### src/hdl/gasc_divider.sv
// Restoring bit-serial divider, one quotient bit per cycle.
// Standalone; results hold until the next start.
module gasc_divider #(
  parameter int unsigned DIVIDEND_W = 14,
  parameter int unsigned DIVISOR_W  = 14
) (
  input  logic                  clk_i,
  input  logic                  rst_ni,
  input  logic                  start_i,
  input  logic [DIVIDEND_W-1:0] dividend_i,
  input  logic [DIVISOR_W-1:0]  divisor_i,
  output logic                  done_o,
  output logic [DIVIDEND_W-1:0] quotient_o,
  output logic [DIVISOR_W-1:0]  remainder_o
);

  localparam int unsigned CntW = $clog2(DIVIDEND_W + 1);

  logic                  busy_q;
  logic                  done_q;
  logic [CntW-1:0]       cnt_q;
  logic [DIVIDEND_W-1:0] quo_q;
  logic [DIVISOR_W-1:0]  rem_q;
  logic [DIVISOR_W-1:0]  dsr_q;

  logic [DIVISOR_W:0]    shifted;
  logic [DIVISOR_W+1:0]  diff;
  logic                  fits;

  // Bring down the next dividend bit and trial-subtract
  always_comb begin
    shifted = {rem_q, quo_q[DIVIDEND_W-1]};
    diff    = {1'b0, shifted} - {2'b00, dsr_q};
    fits    = ~diff[DIVISOR_W+1];
  end

  // Iterate: load on start, then one step a cycle
  always_ff @(posedge clk_i or negedge rst_ni) begin
    if (!rst_ni) begin
      busy_q <= 1'b0;
      done_q <= 1'b0;
      cnt_q  <= '0;
      quo_q  <= '0;
      rem_q  <= '0;
      dsr_q  <= '0;
    end else begin
      done_q <= 1'b0;
      if (start_i) begin
        busy_q <= 1'b1;
        cnt_q  <= CntW'(DIVIDEND_W);
        quo_q  <= dividend_i;
        rem_q  <= '0;
        dsr_q  <= divisor_i;
      end else if (busy_q) begin
        quo_q <= {quo_q[DIVIDEND_W-2:0], fits};
        rem_q <= fits ? diff[DIVISOR_W-1:0] : shifted[DIVISOR_W-1:0];
        cnt_q <= cnt_q - CntW'(1);
        if (cnt_q == CntW'(1)) begin
          busy_q <= 1'b0;
          done_q <= 1'b1;
        end
      end
    end
  end

  assign done_o      = done_q;
  assign quotient_o  = quo_q;
  assign remainder_o = rem_q;

endmodule

### config.mk
export PLATFORM = sky130hd
export DESIGN_NAME = gasc_divider
export DESIGN_NICKNAME = d
export VERILOG_FILES = /design/src/hdl/gasc_divider.sv
export SDC_FILE = /design/constraint.sdc
export NUM_CORES = 1
export LEC_CHECK = 0
export BUFFER_PORTS_ARGS = -buffer_cell sky130_fd_sc_hd__buf_2
export CAP_MARGIN = 5
export CORE_ASPECT_RATIO = 1.75
export CORE_MARGIN = 2
export CORE_UTILIZATION = 39
export CTS_CLUSTER_DIAMETER = 120
export DETAILED_ROUTE_END_ITERATION = 10
export PLACE_DENSITY = 0.68
export REMOVE_ABC_BUFFERS = 1
export SLEW_MARGIN = 15
export SYNTH_ARGS = -nofsm -noshare
export SYNTH_HDL_FRONTEND = slang
export SYNTH_SLANG_ARGS = --single-unit
### constraint.sdc
create_clock -name clk_i -period 3.7 [get_ports clk_i]
set_input_delay 0.74 -clock clk_i [delete_from_list [all_inputs] [get_ports clk_i]]
set_output_delay 0.74 -clock clk_i [all_outputs]
set_load 0.05 [all_outputs]
==> flow_summary.json, run 1 <==
{
  "synth_xor_xnor_area_share_pct": 3.04,
  "synth_area_leader_cell": "dfrtp_1",
  "irDropWorstVdd_mv": 0.296,
  "htree_levels": 2,
  "tritoncts": "yes",
  "cp-end-kind": "flip-flop",
  "ff2ff_setup_slack_ps": 870,
  "first_pass_iters": 5,
  "routed_wl_um": 6280,
  "worst_ep_required_time_ps": 3900,
  "synth_top_area_share_pct": 41.8,
  "arrival_ps": 3030,
  "rsz0062_at_grt": "false",
  "rows": 41,
  "clkTransAtPathRegs_ps": 70,
  "clk_latency_ps": 290,
  "timing.slew.headroom_pct": 52.5,
  "die-area_um2": 8110,
  "post-route-period-util_pct": 76.5,
  "cts_inserted_buffers": 5,
  "gp_congestion": 0.830,
  "wl_met1_um": 2660,
  "overflow": 0,
  "dieWidth_um": 68.9,
  "grt_max_degree": 49,
  "synth_mux_area_share_pct": 5.26,
  "wl_met2_um": 3300,
  "worstSetupStartpointType": "flip-flop",
  "final_cell_mix": "58 x buf_2, 54 x nand2_1, 48 x dfrtp_1",
  "switching_share_pct": 41.2,
  "p_switching_mw": 0.910,
  "fmax_ghz": 0.353,
  "final_cells": 455,
  "dp_cells": 447,
  "p_comb_share_pct": 45.3,
  "hold_viol": 0,
  "seq_power_share_pct": 30.6,
  "synth_area_leaders": "dfrtp_1 42%, nand2_1 7.0%, ha_1 7.0%",
  "vias_per_cell": 5.26,
  "via_count": 2392,
  "grt_first_pass_wirelength_um": 10900,
  "p_int_mw": 1.30,
  "async_flop_share_pct": 100,
  "hold_ws_ps": 454,
  "finalMaxSlewViolations": 0,
  "yosys.area_share.adder_pct": 7.66,
  "cts_sinks": 48,
  "powerDensity_nw_per_um2": 656,
  "ys_warn_count": 0,
  "num_antenna_cells": 0,
  "cts_repair_resize_count": 0,
  "synthSimpleGateAreaFrac_pct": 15.9,
  "fin_crit_ps": 2830,
  "clock_path_buffers": 2,
  "met3_length_um": 210,
  "tightest_slew_ps": 713,
  "ctsHoldBuffers": 0,
  "p_leak_nw": 1.75,
  "areaGrowthSynthToFinish_pct": 17.1,
  "synth-compound-area-share_pct": 19.5,
  "cts-root-buf": "clkbuf_16",
  "grt_pass1_vias": 2267,
  "syn_inst": 316,
  "layout_commonest_cell": "buf_2",
  "grt.total_usage_pct": 17.3,
  "hold_path.class": "primary input to async pin",
  "dp_hpwl_um": 4620,
  "status": "completed",
  "initial_core_util_pct": 40.1,
  "ys_ff_latch": 48,
  "drtIter0Drc": 224,
  "drive_above_1_share_pct": 22.0,
  "maxCapViolCount": 0,
  "critical_path_class": "flip-flop to flip-flop",
  "io-pin-count": 60,
  "synth_cell_types": 52,
  "synth_ff_type": "dfrtp_1",
  "design_area_um2": 3370,
  "cts_setup_buffers": 0,
  "final_util_pct": 46.9,
  "chipHeight_um": 118,
  "drtAntennaViolNets": 0,
  "dr.max_layer_used": "met4",
  "cp_max_fo": 4,
  "fin_nets": 416,
  "finalClockSkew_ps": 4.92,
  "tns_ps": 0,
  "avgSynthCellArea_um2": 9.10,
  "drc": 0,
  "p_total_mw": 2.21,
  "dpl_worst_slack_ps": 881,
  "placed_area_um2": 3190,
  "antenna_found_initial": 0,
  "synth_enable_flop_cells": 0,
  "wl_per_cell_um": 13.8,
  "fp.coreArea_um2": 7180,
  "setup_slack_ps": 870,
  "io_buffers": 59,
  "setup_viol": 0,
  "seq_area_frac_synth_pct": 41.8,
  "synth_area_um2": 2880,
  "synth_top_family_by_area": "compound AO/OA/AOI/OAI gates",
  "clkPwrFrac_pct": 24.1
}
-- per-layer routing --
layer	global-route usage, %	vias up
met5	0	-
met4	6.25	0
met2	29.1	43
met3	2.77	7
li1	-	1200
met1	21.5	1142
-- worst max-delay path: stages, from the launching register on --
cell      delay (ps)
dfrtp_1          410
inv_1             70
ha_1             160
inv_1             50
fa_1             410
a21oi_2          200
o21ai_2          100
o41a_1           420
or4b_1           470
a31o_1           230
a311oi_2         220
-- cell usage after synthesis, types with 2 or more instances --
| library cell | n |
|---|---|
| a21oi_2 | 3 |
| ha_1 | 16 |
| buf_2 | 2 |
| inv_1 | 24 |
| a21o_1 | 3 |
| buf_6 | 3 |
| o21a_1 | 5 |
| a21oi_1 | 9 |
| nor2_1 | 24 |
| dfrtp_1 | 48 |
| o21ai_1 | 2 |
| xor2_1 | 3 |
| a311o_1 | 2 |
| a211oi_1 | 3 |
| a311oi_1 | 9 |
| nor2b_1 | 4 |
| clkbuf_1 | 8 |
| o21ai_2 | 2 |
| mux2i_1 | 14 |
| and3_1 | 2 |
| o21ai_0 | 31 |
| nor3_1 | 6 |
| o41a_1 | 2 |
| xnor2_1 | 7 |
| nand2_1 | 54 |
| nand3_1 | 4 |
-- state kept, by name, indices dropped and copies added, names as in the netlist --
name	cells
dsr_q	14
quotient_o	14
remainder_o	14
done_o	1
busy_q	1
cnt_q	4
-- logic make-up after synthesis --
logic type	count (synthesis)
flops	48
buf+inv	40
xor+xnor	10
simple gates	104
mux	15
compound gates	82
fa+ha+maj	17
-- path summary, 6_finish.rpt --
check | startpoint | to | depth (start not counted)
worst max-delay path | quotient_o[13] | remainder_o[12] | 10
worst min-delay path | rst_ni | dsr_q[5] | 1
worst max register to register | quotient_o[13] | remainder_o[12] | 10
worst min register to register | dsr_q[0] | dsr_q[0] | 1
max in group asynchronous | rst_ni | remainder_o[4] | 1
min in group clk_i | dsr_q[0] | dsr_q[0] | 1
-- layout make-up --
cell class	count	area, um^2
Inverter	24	90.1
Clock inverter	2	38.8
Fill cell	696	3810
Timing Repair Buffer	61	313
Tap cell	86	108
Multi-Input combinational cell	228	1480
Sequential cell	48	1200
Clock buffer	6	139
-- power groups by stage --
stage                     sequential (mW)  clock [mW]  combinational (mW)
final                               0.677       0.532                1.00
after global routing                0.690       0.569                1.11
after CTS                           0.678       0.544                1.01
after detailed placement            0.687           0                1.00
after global placement              0.685           0               0.988
after floorplan                     0.883           0               0.568
No activity file was read; power rests on OpenSTA's default activity.
==> run 2: changes to the inputs <==
==> constraint.sdc (replaced) <==
create_clock -name clk_i -period 2.9 [get_ports clk_i]
set_input_delay 0.58 -clock clk_i [delete_from_list [all_inputs] [get_ports clk_i]]
set_output_delay 0.58 -clock clk_i [all_outputs]
set_load 0.05 [all_outputs]
==> run 2 against run 1 <==
Effect of this change: count of clock-buffer cells in the layout unchanged; critical path depth unchanged; clock power rose by 29%; core utilization up 0.38 points; combinational power increased by 31%; maximum frequency up 2.0%; clock skew is 1.6 ps higher; critical endpoint unchanged; flip-flop and latch count stayed put.
==> flow_summary.json, run 2 (synthesis gave the netlist of run 1 again) <==
{
  "setup_slack_ps": 125,
  "design_area_um2": 3390,
  "cts_setup_buffers": 0,
  "io-pin-count": 60,
  "crit_top_cell": "inv_1",
  "overflow": 0,
  "cp_max_fo": 3,
  "fmax_ghz": 0.360,
  "hold_ws_ps": 209,
  "critPathBufInv": 2,
  "first_pass_iters": 4,
  "chipHeight_um": 118,
  "final_util_pct": 47.3,
  "cp-end-kind": "flip-flop",
  "dp_cells": 451,
  "top_usage_layer": "met2",
  "irDropWorstVdd_mv": 0.388,
  "post-route-period-util_pct": 95.7,
  "rows": 41,
  "via_count": 2422,
  "final_cells": 459,
  "powerDensity_nw_per_um2": 841,
  "areaGrowthSynthToFinish_pct": 18.0,
  "cts_inserted_buffers": 5,
  "dpl_worst_slack_ps": 62.1,
  "antenna_found_initial": 0,
  "drtAntennaViolNets": 0,
  "grt.total_usage_pct": 16.8,
  "fin_crit_ps": 2770,
  "hold_viol": 0,
  "io_buffers": 59,
  "final_cell_mix": "59 x buf_2, 54 x nand2_1, 48 x dfrtp_1",
  "wl_per_cell_um": 13.7,
  "cts_sinks": 48,
  "fill_cells": 752,
  "hold_path.class": "primary input to async pin",
  "grt_max_degree": 69,
  "finalMaxSlewViolations": 0,
  "grt_first_pass_wirelength_um": 10600,
  "setup_viol": 0,
  "max_stage_delay_ps": 500,
  "drtIter0Drc": 105,
  "finalClockSkew_ps": 6.54,
  "worst_ep_required_time_ps": 3090,
  "critical_path_class": "flip-flop to flip-flop",
  "gp_congestion": 0.846,
  "die-area_um2": 8110,
  "maxCapViolCount": 0,
  "crit_slowest_cell": "or4b_1",
  "multi_input_area_um2": 1480,
  "startpoint": "quotient_o[13]",
  "tritoncts": "yes",
  "initial_core_util_pct": 40.1,
  "clk_latency_ps": 290,
  "fin_nets": 420,
  "path_delay_family": "compound AO/OA/AOI/OAI gates",
  "arrival_ps": 2970,
  "dp_hpwl_um": 4630,
  "timing.slew.headroom_pct": 60.0,
  "met2_usage_pct": 28.5,
  "p_total_mw": 2.86,
  "drc": 0,
  "met1_usage_pct": 19.8,
  "worstSetupStartpointType": "flip-flop",
  "routed_wl_um": 6270,
  "use_met3_pct": 3.15,
  "htree_levels": 2,
  "p_leak_nw": 1.76,
  "cts-root-buf": "clkbuf_16",
  "clock_path_buffers": 2,
  "grt_pass1_vias": 2396,
  "fp.coreArea_um2": 7180,
  "tns_ps": 0,
  "crit_chain": "inv_1 > ha_1 > inv_1 > fa_1 > a21oi_2 > o21ai_2 > o41a_1 > or4b_1 > a31o_1 > a311oi_2",
  "r2r-start": "quotient_o[13]",
  "layout_commonest_cell": "buf_2",
  "placed_area_um2": 3220,
  "drive_above_1_share_pct": 22.8,
  "rsz0062_at_grt": "false",
  "seq_area_um2": 1200,
  "status": "completed",
  "vias_per_cell": 5.28,
  "dieWidth_um": 68.9,
  "clkTransAtPathRegs_ps": 60,
  "num_antenna_cells": 0,
  "tightest_slew_ps": 600
}
[run 2: routing by layer]
metal,up-vias,share of wire [%]
li1,1209,-
met5,-,0
met1,1143,41
met4,0,2.3
met2,58,53
met3,12,3.8
[run 2: final cells by class]
type / count / area share, %
Timing Repair Buffer: 65 / 10.0
Multi-Input combinational cell: 228 / 43.5
Sequential cell: 48 / 35.4
Tap cell: 86 / 3.17
Inverter: 24 / 2.65
Clock inverter: 2 / 1.14
Clock buffer: 6 / 4.09
[run 2: worst register-to-register path, cell delays in order, from the launching register on]
cell	delay, ps
dfrtp_1	370
inv_1	60
ha_1	150
inv_1	60
fa_1	410
a21oi_2	200
o21ai_2	100
o41a_1	350
or4b_1	500
a31o_1	240
a311oi_2	240
[run 2: power breakdown]
part           total (mW)  leakage (nW)  internal, mW  switching [mW]
logic                1.31          1.09         0.477           0.833
registers           0.860         0.591         0.770          0.0900
clock network       0.685        0.0871         0.432           0.253
[run 2: repair_timing]
action	in CTS	in global routing
resized for setup	0	0
setup endpoints to repair	0	1
hold buffers	0	0
[run 2: path summary, 6_finish.rpt]
check,depth (start not counted),to,slack [ps]
worst min register to register,1,dsr_q[0],520
worst max-delay path,10,remainder_o[12],130
min in group clk_i,3,quotient_o[2],490
worst max register to register,10,remainder_o[12],130
worst min-delay path,1,dsr_q[6],210
max in group asynchronous,2,quotient_o[10],1950
==> run 3: changes to the inputs <==
--- a/config.mk
+++ b/config.mk
@@ -7,12 +7,14 @@
 export LEC_CHECK = 0
 export BUFFER_PORTS_ARGS = -buffer_cell sky130_fd_sc_hd__buf_2
 export CAP_MARGIN = 5
+export CELL_PAD_IN_SITES_DETAIL_PLACEMENT = 0
+export CELL_PAD_IN_SITES_GLOBAL_PLACEMENT = 2
 export CORE_ASPECT_RATIO = 1.75
 export CORE_MARGIN = 2
-export CORE_UTILIZATION = 39
+export CORE_UTILIZATION = 33
 export CTS_CLUSTER_DIAMETER = 120
 export DETAILED_ROUTE_END_ITERATION = 10
-export PLACE_DENSITY = 0.68
+export PLACE_DENSITY = 0.88
 export REMOVE_ABC_BUFFERS = 1
 export SLEW_MARGIN = 15
 export SYNTH_ARGS = -nofsm -noshare
==> run 3 against run 2 <==
Effect of this change: register-to-register slack better by 50 ps; global-route usage is 1.1 points lower; non-clock buffer count is 1 lower; sequential share of layout area is 0.12 points lower; sequential power is 0.7% higher; design area is 0.33% higher; largest power group unchanged.
==> flow_summary.json, run 3 (synthesis gave the netlist of run 1 again) <==
{
  "grt_pass1_vias": 2424,
  "worstSetupStartpointType": "flip-flop",
  "finalMaxSlewViolations": 0,
  "gp_congestion": 0.810,
  "setup_viol": 0,
  "vias_per_cell": 4.94,
  "seq_area_um2": 1200,
  "finalClockSkew_ps": 2.64,
  "io_buffers": 59,
  "die-area_um2": 9510,
  "max_stage_delay_ps": 480,
  "cts_sinks": 48,
  "met2_usage_pct": 28.4,
  "p_comb_share_pct": 48.1,
  "drive_above_1_share_pct": 22.4,
  "top_usage_layer": "met2",
  "path_delay_family": "compound AO/OA/AOI/OAI gates",
  "drc": 0,
  "initial_core_util_pct": 33.6,
  "dp_hpwl_um": 4790,
  "clock_path_buffers": 2,
  "fin_nets": 419,
  "grt_max_degree": 69,
  "antenna_found_initial": 0,
  "fin_crit_ps": 2730,
  "arrival_ps": 2920,
  "htree_levels": 2,
  "tightest_slew_ps": 631,
  "final_cell_mix": "59 x buf_2, 54 x nand2_1, 48 x dfrtp_1",
  "worst_ep_required_time_ps": 3100,
  "multi_input_area_um2": 1490,
  "cts-root-buf": "clkbuf_16",
  "via_count": 2412,
  "critPathBufInv": 2,
  "num_antenna_cells": 0,
  "powerDensity_nw_per_um2": 808,
  "routed_wl_um": 6900,
  "dieWidth_um": 74.6,
  "cts_inserted_buffers": 5,
  "rsz0062_at_grt": "false",
  "clkPwrFrac_pct": 20.4,
  "cts_repair_resize_count": 0,
  "crit_slowest_cell": "or4b_1",
  "p_int_mw": 1.56,
  "io-pin-count": 60,
  "critical_path_class": "flip-flop to flip-flop",
  "ctsHoldBuffers": 0,
  "cp-end-kind": "flip-flop",
  "fill_cells": 911,
  "drtAntennaViolNets": 0,
  "use_met3_pct": 2.37,
  "drtIter0Drc": 92,
  "irDropWorstVdd_mv": 0.398,
  "chipHeight_um": 128,
  "timing.slew.headroom_pct": 57.9,
  "crit_top_cell": "inv_1",
  "cp_max_fo": 3,
  "clkTransAtPathRegs_ps": 70,
  "cts_setup_buffers": 0,
  "post-route-period-util_pct": 94.0,
  "final_util_pct": 39.8,
  "rows": 45,
  "met1_usage_pct": 18.3,
  "hold_path.class": "primary input to async pin",
  "crit_chain": "inv_1 > ha_1 > inv_1 > fa_1 > a21oi_2 > o21ai_2 > o41a_1 > or4b_1 > a31o_1 > a311oi_2",
  "first_pass_iters": 4,
  "p_total_mw": 2.75,
  "grt_first_pass_wirelength_um": 11600,
  "p_switching_mw": 1.19,
  "seq_power_share_pct": 31.5,
  "p_leak_nw": 1.74,
  "ff2ff_setup_slack_ps": 170,
  "maxCapViolCount": 0,
  "tritoncts": "yes",
  "fp.coreArea_um2": 8560,
  "wl_per_cell_um": 14.1,
  "grt.total_usage_pct": 15.7,
  "status": "completed",
  "areaGrowthSynthToFinish_pct": 18.4,
  "overflow": 0,
  "clk_latency_ps": 290,
  "hold_viol": 0,
  "layout_commonest_cell": "buf_2",
  "switching_share_pct": 43.4,
  "fmax_ghz": 0.367
}
## run 3: final cells by class
cell class,count,share of cell area (%)
well taps,117,4.30
flip-flops and latches,48,35.3
multi-input cells,228,43.6
clock buffers,5,3.67
clock inverters,2,0.367
inverters,24,2.65
repair buffers,64,10.1
## run 3: per-layer routing
metal | vias up | routed length (um)
met1 | 1159 | 2880
met4 | 0 | 115
met3 | 6 | 164
li1 | 1207 | -
met2 | 40 | 3750
met5 | - | 0
## run 3: per-stage QoR
step | cells | hold slack, ps | TNS [ps] | cell area [um^2] | worst slack [ps]
floorplan | 300 | 284 | -31.2 | 2770 | -31.2
global route | 488 | 458 | 0 | 3410 | 7.48
finish | 488 | 384 | 0 | 3410 | 173
CTS | 488 | 423 | 0 | 3400 | 95.3
global placement | 481 | 496 | 0 | 3260 | 158
detailed placement | 481 | 503 | 0 | 3260 | 131
## run 3: final timing paths
kind | to | depth (start not counted) | startpoint
setup reg to reg | remainder_o[12] | 10 | quotient_o[13]
min in group clk_i | quotient_o[3] | 3 | dividend_i[3]
setup / recovery | remainder_o[12] | 10 | quotient_o[13]
hold reg to reg | dsr_q[0] | 1 | dsr_q[0]
max in group asynchronous | remainder_o[2] | 2 | rst_ni
hold / removal | dsr_q[8] | 2 | rst_ni
## run 3: power groups by stage
stage	logic, mW	clock network, mW	registers (mW)
6_report	1.32	0.562	0.866
5_1_grt	1.46	0.605	0.882
4_1_cts	1.32	0.585	0.867
3_5_place_dp	1.31	0	0.879
3_3_place_gp	1.30	0	0.878
2_1_floorplan	0.725	0	1.13
